### config.mk
export PLATFORM = sky130hd
export DESIGN_NAME = led_strip_animation_generator_core
export DESIGN_NICKNAME = d
export VERILOG_FILES = /design/src/design/lsag_pkg.sv /design/src/design/lsag_front.sv /design/src/design/lsag_queue.sv /design/src/design/lsag_back.sv /design/src/design/led_strip_animation_generator_core.sv
export SDC_FILE = /design/constraint.sdc
export NUM_CORES = 1
export LEC_CHECK = 0
export BUFFER_PORTS_ARGS = -buffer_cell sky130_fd_sc_hd__buf_2
export CORE_MARGIN = 8
export CORE_UTILIZATION = 65
export CTS_CLUSTER_DIAMETER = 30
export DETAILED_ROUTE_END_ITERATION = 12
export PLACE_DENSITY = 0.87
export SLEW_MARGIN = 5
export SYNTH_ARGS = -nofsm -noshare
export SYNTH_HDL_FRONTEND = slang
export SYNTH_HIERARCHICAL = 1
export SYNTH_SLANG_ARGS = --single-unit
export TNS_END_PERCENT = 50
### constraint.sdc
create_clock -name clk -period 8.5 [get_ports clk]
set_clock_uncertainty 0.2 [all_clocks]
set_input_delay 1.7 -clock clk [delete_from_list [all_inputs] [get_ports clk]]
set_output_delay 1.7 -clock clk [all_outputs]
set_load 0.01 [all_outputs]
### src/design/lsag_pkg.sv
// Shared types, codes and the color wheel function of the LED strip animation generator.
package lsag_pkg;

  // Input item kinds carried on the input tuser bit.
  localparam logic CMD_TICK   = 1'b0;
  localparam logic CMD_SELECT = 1'b1;

  // Configuration register byte addresses.
  localparam logic [2:0] REG_STEP_TIME = 3'd0;
  localparam logic [15:0] STEP_TIME_RESET = 16'd20;

  // Multiplier that spreads the wipe color over the wheel.
  localparam logic [7:0] WIPE_HUE_STEP = 8'd76;

  typedef enum logic [1:0] {
    MODE_OFF    = 2'd0,
    MODE_WHEEL  = 2'd1,
    MODE_SIMPLE = 2'd2,
    MODE_WIPE   = 2'd3
  } mode_t;

  typedef enum logic [1:0] {
    JOB_BLACK  = 2'd0,
    JOB_WHEEL  = 2'd1,
    JOB_SIMPLE = 2'd2,
    JOB_WIPE   = 2'd3
  } job_kind_t;

  // One unit of output work handed from the front to the back.
  typedef struct packed {
    job_kind_t  kind;
    logic [7:0] color_pos;
    logic [5:0] wipe_idx;
  } job_t;

  typedef enum logic {
    BK_IDLE = 1'b0,
    BK_RUN  = 1'b1
  } back_state_t;

  // Standard wheel: position 0..255 to {red, green, blue}.
  function automatic logic [23:0] wheel_colour(input logic [7:0] pos);
    logic [7:0] w;
    logic [7:0] wr;
    logic [9:0] t;
    logic [7:0] w3;
    logic [23:0] rgb;
    w = ~pos;
    if (w < 8'd85) begin
      wr = w;
    end else if (w < 8'd170) begin
      wr = w - 8'd85;
    end else begin
      wr = w - 8'd170;
    end
    t = {2'b00, wr} * 10'd3;
    w3 = t[7:0];
    if (w < 8'd85) begin
      rgb = {~w3, 8'd0, w3};
    end else if (w < 8'd170) begin
      rgb = {8'd0, w3, ~w3};
    end else begin
      rgb = {w3, ~w3, 8'd0};
    end
    return rgb;
  endfunction

endpackage

### src/design/lsag_front.sv
// Front end: accepts ticks and mode selections, keeps the animation state, issues jobs.
module lsag_front #(
  parameter int LED_COUNT = 16
) (
  input  logic              clk,
  input  logic              rst_n,
  input  logic              in_valid,
  output logic              in_ready,
  input  logic              cmd,
  input  logic [1:0]        mode,
  input  logic [15:0]       step_time,
  output logic              push,
  output lsag_pkg::job_t    push_job,
  input  logic              push_ready
);

  localparam logic [5:0] LAST_IDX = 6'(LED_COUNT - 1);
  localparam logic [7:0] WIPE_HUE_STEP_W = lsag_pkg::WIPE_HUE_STEP;

  lsag_pkg::mode_t active_mode_r, active_mode_nxt;
  logic [7:0]  wheel_pos_r, wheel_pos_nxt;
  logic [7:0]  wipe_div_r, wipe_div_nxt;
  logic [5:0]  wipe_mod_r, wipe_mod_nxt;
  logic [17:0] ticks_r, ticks_nxt;

  logic        accept;
  logic [17:0] step18;
  logic [17:0] period;
  logic [15:0] hue_prod;

  assign in_ready = push_ready;
  assign accept   = in_valid && push_ready;
  assign step18   = {2'b00, step_time};
  assign hue_prod = wipe_div_r * WIPE_HUE_STEP_W;

  always_comb begin
    unique case (active_mode_r)
      lsag_pkg::MODE_SIMPLE: period = step18 << 2;
      lsag_pkg::MODE_WIPE:   period = step18 + (step18 << 1);
      default:               period = step18;
    endcase
  end

  always_comb begin
    active_mode_nxt = active_mode_r;
    wheel_pos_nxt   = wheel_pos_r;
    wipe_div_nxt    = wipe_div_r;
    wipe_mod_nxt    = wipe_mod_r;
    ticks_nxt       = ticks_r;
    push            = 1'b0;
    push_job.kind      = lsag_pkg::JOB_BLACK;
    push_job.color_pos = wheel_pos_r;
    push_job.wipe_idx  = wipe_mod_r;
    if (accept) begin
      if (cmd == lsag_pkg::CMD_SELECT) begin
        active_mode_nxt = lsag_pkg::mode_t'(mode);
        wheel_pos_nxt   = '0;
        wipe_div_nxt    = '0;
        wipe_mod_nxt    = '0;
        ticks_nxt       = '0;
        if (lsag_pkg::mode_t'(mode) == lsag_pkg::MODE_OFF) begin
          push = 1'b1;
        end
      end else if (active_mode_r != lsag_pkg::MODE_OFF) begin
        if (ticks_r != 18'd0) begin
          ticks_nxt = ticks_r - 18'd1;
        end else begin
          push = 1'b1;
          unique case (active_mode_r)
            lsag_pkg::MODE_WHEEL:  push_job.kind = lsag_pkg::JOB_WHEEL;
            lsag_pkg::MODE_SIMPLE: push_job.kind = lsag_pkg::JOB_SIMPLE;
            lsag_pkg::MODE_WIPE: begin
              push_job.kind      = lsag_pkg::JOB_WIPE;
              push_job.color_pos = hue_prod[7:0];
            end
            default:               push_job.kind = lsag_pkg::JOB_BLACK;
          endcase
          ticks_nxt = (step_time == 16'd0) ? 18'd0 : period - 18'd1;
          // Position, quotient and remainder by the strip length advance together.
          if (wheel_pos_r == 8'd255) begin
            wheel_pos_nxt = '0;
            wipe_div_nxt  = '0;
            wipe_mod_nxt  = '0;
          end else begin
            wheel_pos_nxt = wheel_pos_r + 8'd1;
            if (wipe_mod_r == LAST_IDX) begin
              wipe_mod_nxt = '0;
              wipe_div_nxt = wipe_div_r + 8'd1;
            end else begin
              wipe_mod_nxt = wipe_mod_r + 6'd1;
            end
          end
        end
      end
    end
  end

  always_ff @(posedge clk) begin
    if (!rst_n) begin
      active_mode_r <= lsag_pkg::MODE_OFF;
      wheel_pos_r   <= '0;
      wipe_div_r    <= '0;
      wipe_mod_r    <= '0;
      ticks_r       <= '0;
    end else begin
      active_mode_r <= active_mode_nxt;
      wheel_pos_r   <= wheel_pos_nxt;
      wipe_div_r    <= wipe_div_nxt;
      wipe_mod_r    <= wipe_mod_nxt;
      ticks_r       <= ticks_nxt;
    end
  end

endmodule

### src/design/lsag_queue.sv
// Two-entry job queue between the front end and the pixel back end.
module lsag_queue (
  input  logic           clk,
  input  logic           rst_n,
  input  logic           push,
  input  lsag_pkg::job_t push_job,
  output logic           push_ready,
  input  logic           pop,
  output logic           pop_valid,
  output lsag_pkg::job_t pop_job
);

  lsag_pkg::job_t mem_r [2];
  logic       wr_ptr_r, wr_ptr_nxt;
  logic       rd_ptr_r, rd_ptr_nxt;
  logic [1:0] count_r, count_nxt;
  logic       do_push;
  logic       do_pop;

  assign push_ready = (count_r != 2'd2);
  assign pop_valid  = (count_r != 2'd0);
  assign do_push    = push && push_ready;
  assign do_pop     = pop && pop_valid;

  always_comb begin
    wr_ptr_nxt = do_push ? ~wr_ptr_r : wr_ptr_r;
    rd_ptr_nxt = do_pop ? ~rd_ptr_r : rd_ptr_r;
    count_nxt  = count_r;
    if (do_push && !do_pop) begin
      count_nxt = count_r + 2'd1;
    end else if (do_pop && !do_push) begin
      count_nxt = count_r - 2'd1;
    end
  end

  always_ff @(posedge clk) begin
    if (!rst_n) begin
      wr_ptr_r <= 1'b0;
      rd_ptr_r <= 1'b0;
      count_r  <= '0;
    end else begin
      wr_ptr_r <= wr_ptr_nxt;
      rd_ptr_r <= rd_ptr_nxt;
      count_r  <= count_nxt;
    end
  end

  always_ff @(posedge clk) begin
    if (do_push) begin
      mem_r[wr_ptr_r] <= push_job;
    end
  end

  assign pop_job = mem_r[rd_ptr_r];

endmodule

### src/design/lsag_back.sv
// Back end: expands jobs into registered pixel results, one per cycle unless stalled.
module lsag_back #(
  parameter int LED_COUNT = 16
) (
  input  logic           clk,
  input  logic           rst_n,
  input  logic           job_valid,
  input  lsag_pkg::job_t job,
  output logic           job_pop,
  output logic           out_valid,
  input  logic           out_ready,
  output logic [5:0]     out_index,
  output logic [7:0]     out_red,
  output logic [7:0]     out_green,
  output logic [7:0]     out_blue,
  output logic           out_last
);

  localparam logic [5:0] LAST_IDX = 6'(LED_COUNT - 1);
  localparam logic [7:0] QSTEP    = 8'(256 / LED_COUNT);
  localparam logic [6:0] RSTEP    = 7'(256 % LED_COUNT);
  localparam logic [6:0] LEDS7    = 7'(LED_COUNT);

  lsag_pkg::back_state_t state_r, state_nxt;
  lsag_pkg::job_t job_r;
  logic [5:0] pix_r;
  logic [7:0] acc_q_r;
  logic [5:0] acc_rem_r;
  logic       out_valid_r;
  logic [5:0] out_index_r;
  logic [7:0] out_red_r, out_green_r, out_blue_r;
  logic       out_last_r;

  logic       emit;
  logic       last_pix;
  logic [7:0] hue;
  logic [23:0] rgb;
  logic [6:0] rem_sum;

  assign last_pix = (job_r.kind == lsag_pkg::JOB_WIPE) || (pix_r == LAST_IDX);

  always_comb begin
    state_nxt = state_r;
    unique case (state_r)
      lsag_pkg::BK_IDLE: if (job_valid) state_nxt = lsag_pkg::BK_RUN;
      lsag_pkg::BK_RUN:  if (emit && last_pix) state_nxt = lsag_pkg::BK_IDLE;
      default:           state_nxt = lsag_pkg::BK_IDLE;
    endcase
  end

  always_comb begin
    job_pop = 1'b0;
    emit    = 1'b0;
    unique case (state_r)
      lsag_pkg::BK_IDLE: job_pop = job_valid;
      lsag_pkg::BK_RUN:  emit = !out_valid_r || out_ready;
      default: begin
        job_pop = 1'b0;
        emit    = 1'b0;
      end
    endcase
  end

  always_comb begin
    hue = (job_r.kind == lsag_pkg::JOB_WHEEL) ? acc_q_r + job_r.color_pos : job_r.color_pos;
    rgb = (job_r.kind == lsag_pkg::JOB_BLACK) ? 24'd0 : lsag_pkg::wheel_colour(hue);
    rem_sum = {1'b0, acc_rem_r} + RSTEP;
  end

  always_ff @(posedge clk) begin
    if (!rst_n) begin
      state_r     <= lsag_pkg::BK_IDLE;
      out_valid_r <= 1'b0;
    end else begin
      state_r <= state_nxt;
      if (emit) begin
        out_valid_r <= 1'b1;
      end else if (out_ready) begin
        out_valid_r <= 1'b0;
      end
    end
  end

  // Pixel offset i*256/LED_COUNT is stepped as quotient plus remainder.
  always_ff @(posedge clk) begin
    if (job_pop) begin
      job_r     <= job;
      pix_r     <= '0;
      acc_q_r   <= '0;
      acc_rem_r <= '0;
    end else if (emit) begin
      pix_r <= pix_r + 6'd1;
      if (rem_sum >= LEDS7) begin
        acc_rem_r <= 6'(rem_sum - LEDS7);
        acc_q_r   <= acc_q_r + QSTEP + 8'd1;
      end else begin
        acc_rem_r <= rem_sum[5:0];
        acc_q_r   <= acc_q_r + QSTEP;
      end
    end
  end

  always_ff @(posedge clk) begin
    if (emit) begin
      out_index_r <= (job_r.kind == lsag_pkg::JOB_WIPE) ? job_r.wipe_idx : pix_r;
      out_red_r   <= rgb[23:16];
      out_green_r <= rgb[15:8];
      out_blue_r  <= rgb[7:0];
      out_last_r  <= last_pix;
    end
  end

  assign out_valid = out_valid_r;
  assign out_index = out_index_r;
  assign out_red   = out_red_r;
  assign out_green = out_green_r;
  assign out_blue  = out_blue_r;
  assign out_last  = out_last_r;

endmodule

### src/design/led_strip_animation_generator_core.sv
// An accepted item that causes results passes the job queue, the back end's job register
// and the output register before its first pixel shows. Throughput: a run of pixels
// leaves at one per cycle while the output is not stalled, with the back end idle between
// runs; an input item is taken whenever the two-entry job queue has room.
// Reset is synchronous and active low: mode off, wheel position and countdown zero,
// step time 20, job queue and output register empty.
module led_strip_animation_generator_core #(
  parameter int LED_COUNT = 16
) (
  input  logic        clk,
  input  logic        rst_n,
  input  logic        in_tvalid,
  output logic        in_tready,
  input  logic [7:0]  in_tdata,   // [1:0] mode, rest zero
  input  logic        in_tuser,   // [0] cmd
  output logic        out_tvalid,
  input  logic        out_tready,
  output logic [31:0] out_tdata,  // [5:0] pixel_index, [13:6] red, [21:14] green,
                                  // [29:22] blue, rest zero
  output logic        out_tlast,
  input  logic        cfg_psel,
  input  logic        cfg_penable,
  input  logic        cfg_pwrite,
  input  logic [2:0]  cfg_paddr,
  input  logic [31:0] cfg_pwdata,
  output logic [31:0] cfg_prdata,
  output logic        cfg_pready
);

  // The design splits into a front end that owns the animation state and decides, for
  // each accepted transaction, whether a run of pixels is due, and a back end that
  // expands each such job into pixel results. A short queue sits between them so a
  // stalled output never blocks tick bookkeeping until the queue fills.

  logic [15:0] step_time_r;
  logic        cfg_write;

  logic           q_push;
  logic           q_ready;
  logic           q_pop;
  logic           q_valid;
  lsag_pkg::job_t push_job;
  lsag_pkg::job_t pop_job;

  logic [5:0] pix_index;
  logic [7:0] pix_red, pix_green, pix_blue;

  // Configuration: a single register, step_time, at byte address zero.
  assign cfg_pready = 1'b1;
  assign cfg_write  = cfg_psel && cfg_penable && cfg_pwrite && cfg_pready &&
                      (cfg_paddr[2] == lsag_pkg::REG_STEP_TIME[2]);
  assign cfg_prdata = (cfg_paddr[2] == lsag_pkg::REG_STEP_TIME[2]) ?
                      {16'd0, step_time_r} : 32'd0;

  always_ff @(posedge clk) begin
    if (!rst_n) begin
      step_time_r <= lsag_pkg::STEP_TIME_RESET;
    end else if (cfg_write) begin
      step_time_r <= cfg_pwdata[15:0];
    end
  end

  lsag_front #(
    .LED_COUNT (LED_COUNT)
  ) u_front (
    .clk        (clk),
    .rst_n      (rst_n),
    .in_valid   (in_tvalid),
    .in_ready   (in_tready),
    .cmd        (in_tuser),
    .mode       (in_tdata[1:0]),
    .step_time  (step_time_r),
    .push       (q_push),
    .push_job   (push_job),
    .push_ready (q_ready)
  );

  lsag_queue u_queue (
    .clk        (clk),
    .rst_n      (rst_n),
    .push       (q_push),
    .push_job   (push_job),
    .push_ready (q_ready),
    .pop        (q_pop),
    .pop_valid  (q_valid),
    .pop_job    (pop_job)
  );

  lsag_back #(
    .LED_COUNT (LED_COUNT)
  ) u_back (
    .clk       (clk),
    .rst_n     (rst_n),
    .job_valid (q_valid),
    .job       (pop_job),
    .job_pop   (q_pop),
    .out_valid (out_tvalid),
    .out_ready (out_tready),
    .out_index (pix_index),
    .out_red   (pix_red),
    .out_green (pix_green),
    .out_blue  (pix_blue),
    .out_last  (out_tlast)
  );

  assign out_tdata = {2'b00, pix_blue, pix_green, pix_red, pix_index};

`ifndef SYNTHESIS
  // The back end only takes a job that the queue actually holds.
  a_pop_has_job: assert property (@(posedge clk) disable iff (!rst_n)
    q_pop |-> q_valid)
    else $error("job popped from an empty queue");

  // The front end never issues a job the queue cannot store.
  a_push_has_room: assert property (@(posedge clk) disable iff (!rst_n)
    q_push |-> q_ready)
    else $error("job pushed into a full queue");

  // A full queue must have a job on offer to the back end.
  a_full_not_empty: assert property (@(posedge clk) disable iff (!rst_n)
    !q_ready |-> q_valid)
    else $error("queue reports full and empty together");

  // Reset empties the output register.
  a_reset_clears_out: assert property (@(posedge clk)
    !rst_n |=> !out_tvalid)
    else $error("output valid after reset");
`endif

endmodule
; Word level (Yosys, flattened, before mapping)
; Memories as Yosys holds them, arrays and structs flattened. A register that Yosys moved wholly into a read port is not among the register bits.
; Index checks and enable logic that the tools add are counted.
[word_totals]
regBits = 115
ramBits = 32
inputBits = 51
wordCells = 135
mem_count = 1
[mem_list]
columns = memory, depth, width, read_ports, rd_clocked_by_memory_dff, write_ports, line
row1 = u_queue.mem_r, 2, 16, 1, 1, 1, lsag_queue.sv:13  ; lsag_pkg::job_t mem_r [2];
[op_classes]
add_sub_neg = 15
mul = 2
n_lt_le_gt_ge = 3
n_eq_ne = 10
mux = 49
n_bitwise = 6
reduce_logical = 30
[op_table]
columns = cell, count
row1 = 8-bit 2-to-1 mux, 14
row2 = 18-bit 2-to-1 mux, 4
row3 = 24-bit 2-to-1 mux, 2
row4 = 10-bit 2-to-1 mux, 4
row5 = 6-bit 2-to-1 mux, 6
row6 = 18-bit case mux with 2 select lines, 1
row7 = "18-bit by 1-bit subtractor with 18-bit output, second input constant", 2
row8 = "8-bit by 1-bit adder with 8-bit output, second input constant", 3
row9 = 16-bit by 17-bit adder with 18-bit output, 1
row10 = 18-bit nonzero test, 1
row11 = 16-bit logical NOT, 1
row12 = 16-bit 2-to-1 mux, 1
row13 = 8-bit inverter, 2
row14 = 1-bit 2-to-1 mux, 13
row15 = "6-bit by 1-bit adder with 6-bit output, second input constant", 2
row16 = "6-bit by 4-bit equality test with 1-bit output, second input constant", 2
row17 = 2-bit nonzero test, 5
row18 = 1-bit logical AND, 9
row19 = "8-bit by 5-bit adder with 8-bit output, second input constant", 1
row20 = 8-bit adder, 1
row21 = "8-bit equality test, second input constant", 1
row22 = "8-bit by 7-bit < comparator with 1-bit output, second input constant", 1
row23 = "8-bit < comparator, second input constant", 1
row24 = "8-bit by 2-bit multiplier with 8-bit output, second input constant", 1
row25 = other kinds (22), 36

; Logic depth before layout (Yosys ltp)
; Gate-level depths: netlist of the first run.
[logic_depth]
depth_word = 10
ltp_mapped = 24
mapped_depth_nobuf = 24

; By module
; The synthesis of the first run kept the hierarchy.
[modules_own_cells]
columns = module, n_inst, cells_per_inst, area_each_um2, seq_area_each_um2
row1 = lsag_back, 1, 414, 4145.2, 1771.7
row2 = lsag_front, 1, 535, 4130.2, 800.8
row3 = lsag_queue, 1, 74, 1393.8, 1061.0
row4 = led_strip_animation_generator_core, 1, 108, 932.1, 320.3

; Least setup slack after synthesis of the first run
; Ideal clock, no wire load.
[synth_path]
kind = reg2reg
start = reg u_back/job_r[6] (netlist name)
end = reg u_back.out_green_r[5] (netlist: u_back/out_green[5]), data pin
setup_time_ns = 0.255
t_arrival_ns = 4.552
t_required_ns = 8.045
setup_slack_ns = 3.493
stages_incl_launch_ff = 22
n_path_buf = 1
path_cell_list = edfxtp_1 ha_1 inv_1 fa_1 nor2_1 a21oi_1 inv_1 ha_1 inv_1 a211o_1 a311oi_2 o21ai_1 clkbuf_1 o21ai_0 ha_1 inv_1 fa_1 nor3b_1 a311oi_1 nand2_1 ha_1 and3_1
[synth_via]
elab_chain_cells = 9
[synth_lines]
columns = element, line
row1 = 8-bit adder, lsag_back.sv:65  ; hue = (job_r.kind == lsag_pkg::JOB_WHEEL) ? acc_q_r + job_r.color_pos : job_r.color_pos;
row2 = 8-bit 2-to-1 mux (*), lsag_back.sv:65
row3 = 8-bit inverter (*), lsag_pkg.sv:48  ; w = ~pos;
row4 = "8-bit subtractor, or another cell as far along", lsag_pkg.sv:54  ; wr = w - 8'd170;
row5 = 8-bit 2-to-1 mux, lsag_pkg.sv:51  ; end else if (w < 8'd170) begin
row6 = 8-bit 2-to-1 mux, lsag_pkg.sv:49  ; if (w < 8'd85) begin
row7 = 8-bit by 2-bit multiplier with 8-bit output, lsag_pkg.sv:56  ; t = {2'b00, wr} * 10'd3;
row8 = 8-bit inverter, lsag_pkg.sv:63  ; rgb = {w3, ~w3, 8'd0};
row9 = 24-bit 2-to-1 mux, lsag_pkg.sv:60  ; end else if (w < 8'd170) begin
row10 = end signal: assignment, lsag_back.sv:107  ; out_green_r <= rgb[15:8];
row11 = end: declaration, lsag_back.sv:31  ; logic [7:0] out_red_r, out_green_r, out_blue_r;
; Mark *: on every way between the ends. The rest lies on a longest branch, timed or not.
; A chain may end at the register's enable or synchronous reset.

; Worst setup path in the final report of the first run
[layout_path]
start = reg u_back/job_r[6] (netlist name)
end = reg u_back.out_red_r[5] (netlist: u_back/out_red[5]), data pin
[layout_via]
elab_chain_cells = 9
[layout_lines]
columns = element, line
row1 = 8-bit adder, lsag_back.sv:65
row2 = 8-bit 2-to-1 mux (*), lsag_back.sv:65
row3 = 8-bit inverter (*), lsag_pkg.sv:48
row4 = "8-bit subtractor, or another cell as far along", lsag_pkg.sv:54
row5 = 8-bit 2-to-1 mux, lsag_pkg.sv:51
row6 = 8-bit 2-to-1 mux, lsag_pkg.sv:49
row7 = 8-bit by 2-bit multiplier with 8-bit output, lsag_pkg.sv:56
row8 = 24-bit 2-to-1 mux or 8-bit inverter (tied branches), "lsag_pkg.sv:60, lsag_pkg.sv:59"
row9 = 24-bit 2-to-1 mux (*), lsag_pkg.sv:58  ; if (w < 8'd85) begin
row10 = end signal: assignment, lsag_back.sv:106  ; out_red_r <= rgb[23:16];
row11 = end: declaration, lsag_back.sv:31
; Marked as above.

==> impl_results.md, run 1 <==
* Drt pass-1 iters at 8
* Comb pwr share at 61.2%
* Hold Crit Class: register to register
* Die height at 143.7 um
* Detailed-route via count at 8883
* Slowest stage delay, CP at approximately 0.64 ns
* Cell Rows at 46
* Vias per cell at between 6 and 7
* Final setup viols at 0
* R2r endpoint: u_back/out_red[5]
* Total power at 0.005199 W
* FF+latch count, synth at between 150 and 200
* Num CTS Buffers at 17
* Chip Width at around 140 um
* Largest cells by area after synthesis: edfxtp_1, dfxtp_1, ha_1
* Post-route clock period utilization at between 70% and 80%
* Worst-Margin Slew at around 1.1 ns
* Port Buffers at 75
* Post-route ant nets at 0
* Synth Instances at ~1100
* Critical-path top delay cell: o21a_1
* Share of layout cells above drive strength 1 at around 17%
* Leakage power at approximately 4.8 nW
* # IOs at ~120
* Max-cap viol count at 0
* Detailed router's first-iteration violation count at between 1000 and 1500
* GPL Wtd Cong at ~0.9
* Worst Setup SP: u_back/job_r[6]
* Synth warn at 6
* Register area share after synthesis at a little under two fifths
* Cell Area, Synth at about 11000 um2
* GRT Util Overall at ~25%
* Final wirelength at approximately 25000 um
* Status: finished clean
* First-pass GRT wire length at 41180 um
* Crit end category: register
* Max-slew violation count at 0
* Hold Startpoint: u_front/wipe_mod_r[5]
* Vias in the first global route at 8473
* Post-CTS setup buffers at 0
* Clk Latency, worst-skew pair at 0.44 ns
* Nets at 1311
* Die footprint at between 20000 and 25000 um2
* Detailed Place HPWL at between 15000 and 20000 um
* Crit Path Class: register to register
* Grt ovf at 0
* Synth top cells by count: nand2_1, nor2_1, dfxtp_1, edfxtp_1, ha_1
* EDFF count, synth at between 70 and 80
* Reg clk slew, reported paths at ~0.080 ns
* RSZ-0062 raised after global routing: false
* Antenna diode count at 0
* Worst EP arrival at approximately 6.1 ns
* Hold_buf cts at 0
* TNS Setup at 0 ns
* Yosys top cell by area: edfxtp_1
* Root Buffer: clkbuf_16
* WL per Instance at between 15 and 20 um
* Fill count at between 1000 and 1500
* Switching Fraction at 46.75%
* Number of gates resized after CTS at 0
* R2R depth at 22
* Slew margin rel. at between 20 and 30%
* Crit path required time at approximately 8.5 ns
* Max frequency at approximately 0.16 GHz
* Avg Inst Size Synth at 9.373 um2
* Worst setup SP type: register
* Most common cell in the netlist: nand2_1
* Synth top area share at around 22%
* TritonCTS clock tree: built
* Initial core utilization at between 60% and 70%
* Maximum VDD drop at between 0.4 and 0.5 mV
* R2R Setup Slk at roughly 2.3 ns
* CP max FO at 22
* Worst-path cell chain: ha_1, inv_1, fa_1, nor2_1, a21oi_1, inv_1, ha_1, inv_1, a211o_1, a311oi_2, o21a_1, nor2_1, xnor2_1, ha_1, inv_1, fa_1, nor3b_1, a311oi_1, nand2_1, ha_1, o21ai_0, a21oi_1
* Pwr Density at around 450 nW/um2
* WHS Endpoint: u_queue/mem_r[1][5]
* Sequential share of power at between 20% and 30%
* Part of the power in the clock network at between 15 and 20%
* Initial antenna violation count at 0
* # DRC at 0
* Area Growth Syn to Fin at 9.595%
* H-tree depth at 4
* Int Power at 0.002769 W
* Floorplan core area at about 16000 um2
* Net Switching at roughly 0.0024 W
* Hold depth at 0
* Final hold vios at 0
* CTS sink count at 158
* Distinct cell type count after synthesis at around 110
* Largest net degree at the start of global routing at a little over 70
* R2R Path Start: u_back/job_r[6]
* Tmin final at roughly 6.2 ns
* Ys async rst share at 0%
* Ys flop type: edfxtp_1
* Clock Path Buffers at 2
==> placed cells by master (no fill, tap or decap), types with 11 or more instances in the layout <==
cell | Yosys | final
conb_1 | 2 | 19
and3_1 | 26 | 26
mux2i_1 | 30 | 30
inv_1 | 50 | 50
a21oi_1 | 61 | 61
nand2_1 | 117 | 117
dfxtp_1 | 79 | 79
nand4_1 | 13 | 13
ha_1 | 72 | 72
edfxtp_1 | 79 | 79
nor3_1 | 18 | 18
clkbuf_16 | 0 | 17
xnor2_1 | 29 | 29
xor2_1 | 34 | 34
or3_1 | 12 | 12
nor2_1 | 83 | 83
nand3_1 | 27 | 27
nor2b_1 | 29 | 28
o21ai_0 | 50 | 50
a21o_1 | 11 | 11
buf_2 | 9 | 75
mux2_2 | 26 | 26
==> stage by stage <==
stage / hold WS [ns] / setup slack (ns) / cell area [um2] / cells / utilization (%)
detailed placement: 0.2943 / 2.477 / 10980 / 1381 / 68.90
global route: 0.3302 / 1.918 / 11620 / 1413 / 72.88
global placement: 0.2790 / 2.586 / 10980 / 1381 / 68.90
CTS: 0.3120 / 2.387 / 11620 / 1413 / 72.88
finish: 0.3161 / 2.325 / 11620 / 1413 / 72.88
floorplan: 0.2589 / 3.493 / 10670 / 1148 / -
==> worst max-delay path by stage <==
stage | to | slack, ns | depth (start not counted)
finish | u_back/out_red[5] | 2.33 | 22
global route | u_back/out_red[5] | 1.92 | 22
CTS | u_back/out_red[5] | 2.39 | 22
detailed placement | u_back/out_red[5] | 2.48 | 22
global placement | u_back/out_red[5] | 2.59 | 22
floorplan | u_back/out_green[5] | 3.49 | 21
==> flip-flops by register name (all words and copies together), names as in the netlist, 8 cells and up, named ones only <==
register / flops
u_back/acc_q_r: 8
u_back/out_green: 8
u_queue/mem_r: 32
u_back/out_blue: 8
u_front/ticks_r: 18
u_front/wheel_pos_r: 8
u_back/out_red: 8
u_back/job_r: 16
step_time_r: 16
==> routing by layer <==
metal	up-vias	global-route usage, %	wire length [um]
met5	-	0	0
met4	0	10.96	722
met3	77	4.346	1968
met2	444	41.36	12260
met1	4191	30.87	10530
li1	4171	-	-
==> critical path: cells and delay by family (launching register included) <==
family                   cells  cell delay [ns]
AO/OA/AOI/OAI                7             1.99
XOR/XNOR                     1             0.33
adder cells (fa/ha/maj)      6             1.83
buffers and inverters        4             0.38
flip-flops                   1             0.45
AND/OR/NAND/NOR              4             0.72
==> power by group through the flow <==
stage	clock network, W	registers (W)	logic (W)
2_1_floorplan	0	0.00123	0.00238
3_3_place_gp	0	0.00122	0.00287
3_5_place_dp	0	0.00123	0.00300
4_1_cts	0.000807	0.00122	0.00313
5_1_grt	0.000839	0.00124	0.00351
6_report	0.000797	0.00122	0.00318
==> layout make-up <==
| type | count | area (um2) | share of cell area, % |
|---|---|---|---|
| inverters | 53 | 198.9 | 1.712 |
| well taps | 216 | 270.3 | 2.326 |
| multi-input cells | 874 | 6148 | 52.92 |
| clock buffers | 17 | 425.4 | 3.661 |
| flip-flops and latches | 158 | 3954 | 34.03 |
| repair buffers | 80 | 412.9 | 3.554 |
| clock inverters | 15 | 209.0 | 1.798 |
==> kinds of logic (layout without fill, tap and decap cells) <==
| group | Yosys count | count (layout) | synth area share, % |
|---|---|---|---|
| adders and majority gates | 76 | 76 | 9.253 |
| AOI/OAI and AO/OA | 247 | 247 | 16.36 |
| other | 2 | 19 | 0.07084 |
| muxes | 57 | 57 | 5.736 |
| and+or+nand+nor | 410 | 410 | 20.23 |
| xor gates and xnor gates | 65 | 65 | 5.724 |
| DFF | 158 | 158 | 37.30 |
| buffers and inverters | 116 | 165 | 5.335 |
(Power assumes the default switching activity.)
==> run 2: changes to the inputs <==
--- a/config.mk
+++ b/config.mk
@@ -7,10 +7,10 @@
 export LEC_CHECK = 0
 export BUFFER_PORTS_ARGS = -buffer_cell sky130_fd_sc_hd__buf_2
 export CORE_MARGIN = 8
-export CORE_UTILIZATION = 65
+export CORE_UTILIZATION = 60
 export CTS_CLUSTER_DIAMETER = 30
 export DETAILED_ROUTE_END_ITERATION = 12
-export PLACE_DENSITY = 0.87
+export PLACE_DENSITY = 0.81
 export SLEW_MARGIN = 5
 export SYNTH_ARGS = -nofsm -noshare
 export SYNTH_HDL_FRONTEND = slang
==> constraint.sdc (replaced) <==
create_clock -name clk -period 6.2 [get_ports clk]
set_clock_uncertainty 0.2 [all_clocks]
set_input_delay 1.24 -clock clk [delete_from_list [all_inputs] [get_ports clk]]
set_output_delay 1.24 -clock clk [all_outputs]
set_load 0.01 [all_outputs]
==> run 2 against run 1 <==
  * Sequential share of layout area is 0.055 points lower
  * Via count decreased by 3.9%
  * Non-clock buffer count grew 4
  * Hold slack worse by 0.0078 ns
  * Cell area grew 0.16%
  * Flip-flop and latch count unchanged
  * Critical path depth stayed put
  * First-iteration DRC count shrank 17%
  * Largest cell class unchanged
==> impl_results.md, run 2 (synthesized netlist as in run 1, its figures left out) <==
* Final hold vios at 0 (unchanged)
* Slowest stage delay, CP at 0.45 ns (was 0.64 ns)
* Pwr Density at 592.4 nW/um2 (was 447.5 nW/um2)
* Design Area, Final at 11640 um2 (was 11620 um2)
* Initial antenna violation count at 0 (unchanged)
* Maximum VDD drop at 0.7595 mV (was 0.4447 mV)
* Placed cell count at 1394 (was 1381)
* Area Growth Syn to Fin at 9.772% (was 9.595%)
* Most frequent cells in the layout: nand2_1, nor2_1, dfxtp_1, edfxtp_1, buf_2 (unchanged)
* Cell Rows at 48 (was 46)
* Die footprint at 22180 um2 (was 20650 um2)
* Detailed Place HPWL at 16390 um (was 17030 um)
* Root Buffer: clkbuf_16 (unchanged)
* Detailed-route via count at 8541 (was 8883)
* First-pass GRT wire length at 38390 um (was 41180 um)
* # IOs at 119 (unchanged)
* Crit end category: register (unchanged)
* GRT Util Overall at 20.77% (was 24.78%)
* Worst-path cell chain: ha_1, inv_1, fa_1, nor2_1, a21oi_1, inv_1, ha_1, inv_1, a211o_1, a311oi_2, o21a_1, nor2_1, xnor2_1, ha_1, inv_1, fa_1, nor3b_1, a311oi_1, nand2_1, ha_1, o21ai_0, a21oi_1 (unchanged)
* Status: finished clean (unchanged)
* Critical path buffers and inverters at 4 (unchanged)
* Post-route ant nets at 0 (unchanged)
* Hold Crit Class: register to register (unchanged)
* Share of layout cells above drive strength 1 at 16.99% (was 16.62%)
* Vias in the first global route at 8011 (was 8473)
* TritonCTS clock tree: built (unchanged)
* CP max FO at 7 (was 22)
* H-tree depth at 4 (unchanged)
* TNS Setup at 0 ns (unchanged)
* Reg area at 3954 um2 (unchanged)
* Max-cap viol count at 0 (unchanged)
* Top Registers: u_queue/mem_r x32, u_front/ticks_r x18 (unchanged)
* GPL Wtd Cong at 0.8680 (was 0.9041)
* Largest net degree at the start of global routing at 48 (was 72)
* Worst-Margin Slew at 0.9996 ns (was 1.076 ns)
* # DRC at 0 (unchanged)
* Final wirelength at 23230 um (was 25480 um)
* Placed inst area at 11030 um2 (was 10980 um2)
* Crit path required time at 6.18 ns (was 8.46 ns)
* Nets at 1315 (was 1311)
* Max reg flops at 32 (unchanged)
* Vias per cell at 5.989 (was 6.287)
* Slew margin rel. at 33.22% (was 28.14%)
* Worst EP arrival at 5.61 ns (was 6.14 ns)
* Leakage power at 4.837 nW (was 4.829 nW)
* Detailed router's first-iteration violation count at 854 (was 1034)
* Crit Path Class: register to register (unchanged)
* Chip Width at 148.9 um (was 143.7 um)
* Non-filler cells, final at 1426 (was 1413)
* Grt ovf at 0 (unchanged)
* Fill count at 1338 (was 1095)
* Die height at 148.9 um (was 143.7 um)
* WL per Instance at 16.29 um (was 18.03 um)
* Antenna diode count at 0 (unchanged)
* Final setup viols at 0 (unchanged)
* Max frequency at 0.1777 GHz (was 0.1620 GHz)
* Clock Path Buffers at 2 (unchanged)
* Floorplan core area at 17300 um2 (was 15940 um2)
* Drt pass-1 iters at 6 (was 8)
* Worst setup SP type: register (unchanged)
* Reg clk slew, reported paths at 0.07 ns (was 0.08 ns)
* Post-CTS setup buffers at 0 (unchanged)
* RSZ-0062 raised after global routing: false (unchanged)
* Tmin final at 5.629 ns (was 6.175 ns)
* Num CTS Buffers at 17 (unchanged)
* Post-route clock period utilization at 90.79% (was 72.64%)
* Critical path's top delay family: adder cells (was compound AO/OA/AOI/OAI gates)
* Largest reg by FF count: u_queue/mem_r (unchanged)
* Port Buffers at 75 (unchanged)
* Initial core utilization at 61.29% (was 66.50%)
* Clk Latency, worst-skew pair at 0.43 ns (was 0.44 ns)
* Commonest non-fill, non-tap cell in the layout: nand2_1 (unchanged)
* Critical-path top delay cell: fa_1 (was o21a_1)
* CTS sink count at 158 (unchanged)
* Max-slew violation count at 0 (unchanged)
* Multi-input gate area in the final layout at 6152 um2 (was 6148 um2)
-- run 2: changes by cell type in the layout (fill, tap and decap cells not counted), sizes merged --
| cell | previous run | this run |
|---|---|---|
| buf | 80 | 84 |
| clkinvlp | 0 | 1 |
| inv | 60 | 59 |
-- run 2: through the flow --
step,hold WS [ns],total power [W],utilization [%],setup WS (ns)
floorplan,0.2589,0.004942,-,1.193
CTS,0.3049,0.006877,67.26,0.5620
global placement,0.2804,0.005637,63.74,0.7384
global route,0.3333,0.007514,67.28,0.2367
finish,0.3083,0.006894,67.28,0.5713
detailed placement,0.2893,0.005776,63.74,0.6286
-- run 2: final cells by class --
cell class	instances	area share (%)
multi-input combinational	874	52.87
clock inverter	15	1.570
tap	225	2.419
inverter	53	1.709
sequential	158	33.97
timing repair buffer	84	3.806
clock buffer	17	3.656
-- run 2: per-layer routing --
layer | share of wire (%) | vias to the layer above | wire length [um] | global-route usage (%)
met2 | 48 | 304 | 11050 | 34.28
met4 | 1.2 | 0 | 280 | 6.815
met1 | 44 | 4045 | 10290 | 26.94
met3 | 6.9 | 24 | 1604 | 3.853
li1 | - | 4168 | - | -
met5 | 0 | - | 0 | 0
-- run 2: worst paths after layout --
check | startpoint | endpoint | slack (ns) | depth (start not counted)
hold / removal | u_front/wipe_mod_r[5] | u_queue/mem_r[0][5] | 0.31 | 0
hold reg to reg | u_front/wipe_mod_r[5] | u_queue/mem_r[0][5] | 0.31 | 0
setup / recovery | u_back/job_r[6] | u_back/out_red[5] | 0.57 | 22
setup reg to reg | u_back/job_r[6] | u_back/out_red[5] | 0.57 | 22
-- run 2: repair_timing --
item                       in CTS  in global routing
setup endpoints to repair       0                  1
gates resized for setup         0                  1
hold buffers                    0                  0
-- run 2: power by group --
group          switching, W  total, W  internal, W  leakage, nW
clock network      0.000507   0.00106     0.000548        0.293
logic               0.00248   0.00418      0.00170         3.16
registers          0.000134   0.00166      0.00152         1.38
total               0.00312   0.00689      0.00377         4.84
==> run 3: changes to the inputs <==
--- a/config.mk
+++ b/config.mk
@@ -5,7 +5,7 @@
 export SDC_FILE = /design/constraint.sdc
 export NUM_CORES = 1
 export LEC_CHECK = 0
-export BUFFER_PORTS_ARGS = -buffer_cell sky130_fd_sc_hd__buf_2
+export BUFFER_PORTS_ARGS = -buffer_cell sky130_fd_sc_hd__clkbuf_2
 export CORE_MARGIN = 8
 export CORE_UTILIZATION = 60
 export CTS_CLUSTER_DIAMETER = 30
==> run 3 against run 2 <==
  * Setup slack worse by 0.030 ns
  * Clock power hardly changed
  * First-iteration DRC count is 0.59% lower
  * Largest cell class unchanged
  * Highest routed layer unchanged
==> impl_results.md, run 3 (synthesized netlist as in run 1, its figures left out) <==
* RSZ-0062 raised after global routing: false (unchanged)
* Dpl ws at 0.5627 ns (was 0.6286 ns)
* Tmin final at 5.658 ns (was 5.629 ns)
* Initial core utilization at 61.29% (unchanged)
* GPL Wtd Cong at 0.8722 (was 0.8680)
* Max-slew violation count at 0 (unchanged)
* Hold depth at 2 (was 0)
* Post-CTS setup buffers at 0 (unchanged)
* Non-filler cells, final at 1426 (unchanged)
* First-pass GRT wire length at 39490 um (was 38390 um)
* Vias per cell at 6.025 (was 5.989)
* GRT Util Overall at 21.45% (was 20.77%)
* Maximum VDD drop at 0.8193 mV (was 0.7595 mV)
* Area Growth Syn to Fin at 9.914% (was 9.772%)
* Final wirelength at 23780 um (was 23230 um)
* Slew margin rel. at 30.17% (was 33.22%)
* Utilization after layout at 67.37% (was 67.28%)
* CTS sink count at 158 (unchanged)
* # DRC at 0 (unchanged)
* Nets at 1315 (unchanged)
* Reg clk slew, reported paths at 0.08 ns (was 0.07 ns)
* Drt pass-1 iters at 5 (was 6)
* Leakage power at 4.844 nW (was 4.837 nW)
* # IOs at 119 (unchanged)
* Die footprint at 22180 um2 (unchanged)
* Net Switching at 0.003242 W (was 0.003124 W)
* Hold_buf cts at 0 (unchanged)
* Largest reg by FF count: u_queue/mem_r (unchanged)
* Detailed router's first-iteration violation count at 849 (was 854)
* Crit Path Class: register to register (unchanged)
* Worst EP arrival at 5.66 ns (was 5.61 ns)
* Crit end category: register (unchanged)
* Slowest stage delay, CP at 0.45 ns (about the same)
* Most frequent cells in the layout: nand2_1, nor2_1, dfxtp_1, edfxtp_1, clkbuf_2 (was nand2_1, nor2_1, dfxtp_1, edfxtp_1, buf_2)
* Grt ovf at 0 (unchanged)
* Critical path's top delay family: adder cells (unchanged)
* Max-cap viol count at 0 (unchanged)
* Final setup viols at 0 (unchanged)
* Chip Width at 148.9 um (unchanged)
* Die height at 148.9 um (unchanged)
* Sequential share of power at 23.5% (was 24.0%)
* Final hold vios at 0 (unchanged)
* Hold Startpoint: u_front/ticks_r[10] (was u_front/wipe_mod_r[5])
* Initial antenna violation count at 0 (unchanged)
* Num CTS Buffers at 17 (unchanged)
* Detailed-route via count at 8592 (was 8541)
* Floorplan core area at 17300 um2 (unchanged)
* Post-route clock period utilization at 91.26% (was 90.79%)
* Placed cell count at 1394 (unchanged)
* Share of layout cells above drive strength 1 at 16.99% (unchanged)
* Switching Fraction at 45.74% (was 45.31%)
* Antenna diode count at 0 (unchanged)
* Detailed Place HPWL at 16630 um (was 16390 um)
* Commonest non-fill, non-tap cell in the layout: nand2_1 (unchanged)
* Vias in the first global route at 8219 (was 8011)
* Pwr Density at 608.4 nW/um2 (was 592.4 nW/um2)
* Cell Rows at 48 (unchanged)
* R2R Setup Slk at 0.54 ns (was 0.57 ns)
* Critical path buffers and inverters at 4 (unchanged)
* R2r endpoint: u_back/out_green[5] (was u_back/out_red[5])
* Final critical-path setup slack at 0.5417 ns (was 0.5713 ns)
* Largest net degree at the start of global routing at 46 (was 48)
* Part of the power in the clock network at 15.3% (about the same)
* Root Buffer: clkbuf_16 (unchanged)
* Worst-Margin Slew at 1.045 ns (was 0.9996 ns)
* Max frequency at 0.1767 GHz (was 0.1777 GHz)
* Status: finished clean (unchanged)
* WL per Instance at 16.68 um (was 16.29 um)
* TNS Setup at 0 ns (unchanged)
* R2R depth at 21 (was 22)
* Comb pwr share at 61.3% (was 60.7%)
* Fill count at 1310 (was 1338)
* H-tree depth at 4 (unchanged)
* WHS Endpoint: u_front/ticks_r[10] (was u_queue/mem_r[0][5])
* Crit path required time at 6.20 ns (was 6.18 ns)
* TritonCTS clock tree: built (unchanged)
* CP max FO at 7 (unchanged)
* Max reg flops at 32 (unchanged)
* R2R Path Start: u_back/job_r[6] (unchanged)
* Hold Crit Class: register to register (unchanged)
* Int Power at 0.003847 W (was 0.003770 W)
* Top Registers: u_queue/mem_r x32, u_front/ticks_r x18 (unchanged)
* Critical-path top delay cell: fa_1 (unchanged)
* Post-route ant nets at 0 (unchanged)
* Worst setup SP type: register (unchanged)
* Clk Latency, worst-skew pair at 0.43 ns (about the same)
* Worst-path cell chain: ha_1, inv_1, fa_1, nor2_1, a21oi_1, inv_1, ha_1, inv_1, a211o_1, a311oi_2, o21a_1, nor2_1, xnor2_1, ha_1, inv_1, fa_1, nor3b_1, a311oi_1, nand2_1, ha_1, and3_1 (was ha_1, inv_1, fa_1, nor2_1, a21oi_1, inv_1, ha_1, inv_1, a211o_1, a311oi_2, o21a_1, nor2_1, xnor2_1, ha_1, inv_1, fa_1, nor3b_1, a311oi_1, nand2_1, ha_1, o21ai_0, a21oi_1)
* Port Buffers at 75 (unchanged)
* Clock Path Buffers at 2 (unchanged)
-- run 3: changes by cell type in the layout (fill, tap and decap cells not counted), sizes merged --
cell	before	now
buf	84	9
clkbuf	17	92
clkinv	8	7
bufinv	0	1
-- run 3: worst max-delay path by stage --
stage | start | slack (ns) | cells after the start | endpoint
after floorplan | u_back/job_r[6] | 1.19 | 21 | u_back/out_green[5]
after global placement | u_back/acc_q_r[0] | 0.74 | 21 | u_back/out_green[5]
after detailed placement | u_back/acc_q_r[0] | 0.56 | 21 | u_back/out_green[5]
after CTS | u_back/acc_q_r[0] | 0.45 | 21 | u_back/out_green[5]
after global routing | u_back/job_r[6] | 0.08 | 22 | u_back/out_red[5]
final | u_back/job_r[6] | 0.54 | 21 | u_back/out_green[5]
-- run 3: power by group through the flow --
| stage | clock network, W | registers [W] | logic [W] |
|---|---|---|---|
| detailed placement | 0 | 0.00168 | 0.00418 |
| finish | 0.00108 | 0.00166 | 0.00434 |
| CTS | 0.00110 | 0.00166 | 0.00429 |
| floorplan | 0 | 0.00168 | 0.00326 |
| global route | 0.00115 | 0.00169 | 0.00485 |
| global placement | 0 | 0.00167 | 0.00396 |
-- run 3: stage by stage --
step / instance area, um2 / hold WS, ns / power [W]
3_3_place_gp: 11030 / 0.2813 / 0.005635
2_1_floorplan: 10670 / 0.2589 / 0.004942
4_1_cts: 11650 / 0.3009 / 0.007057
3_5_place_dp: 11030 / 0.2894 / 0.005860
6_report: 11650 / 0.3049 / 0.007089
5_1_grt: 11650 / 0.3202 / 0.007687
-- run 3: repair_timing --
action                     4_1_cts  5_1_grt
setup endpoints to repair        0        2
resized for setup                0        1
hold endpoints to repair         0        0
-- run 3: worst reg2reg max path, stage by stage, from the launching register on --
cell,delay [ns]
edfxtp_1,0.40
ha_1,0.24
inv_1,0.07
fa_1,0.43
nor2_1,0.13
a21oi_1,0.07
inv_1,0.17
ha_1,0.24
inv_1,0.06
a211o_1,0.27
a311oi_2,0.40
o21a_1,0.33
nor2_1,0.20
xnor2_1,0.29
ha_1,0.25
inv_1,0.06
fa_1,0.45
nor3b_1,0.19
a311oi_1,0.40
nand2_1,0.16
ha_1,0.30
and3_1,0.14
-- run 3: final cells by class --
class / instances / area [um2] / share of cell area [%]
clock buffers: 17 / 425.4 / 3.651
clock inverters: 15 / 197.7 / 1.697
inverters: 53 / 198.9 / 1.707
multi-input cells: 874 / 6152 / 52.80
flip-flops and latches: 158 / 3954 / 33.93
well taps: 225 / 281.5 / 2.416
repair buffers: 84 / 442.9 / 3.801
-- run 3: metal layers --
layer  vias up  part of all wire, %  routed length (um)  global-route usage (%)
met2       310                   48               11410                   35.36
met3        40                  5.9                1411                   4.581
met5         -                    0                   0                       0
li1       4172                    -                   -                       -
met1      4070                   45               10610                   27.33
met4         0                  1.5                 355                   7.471
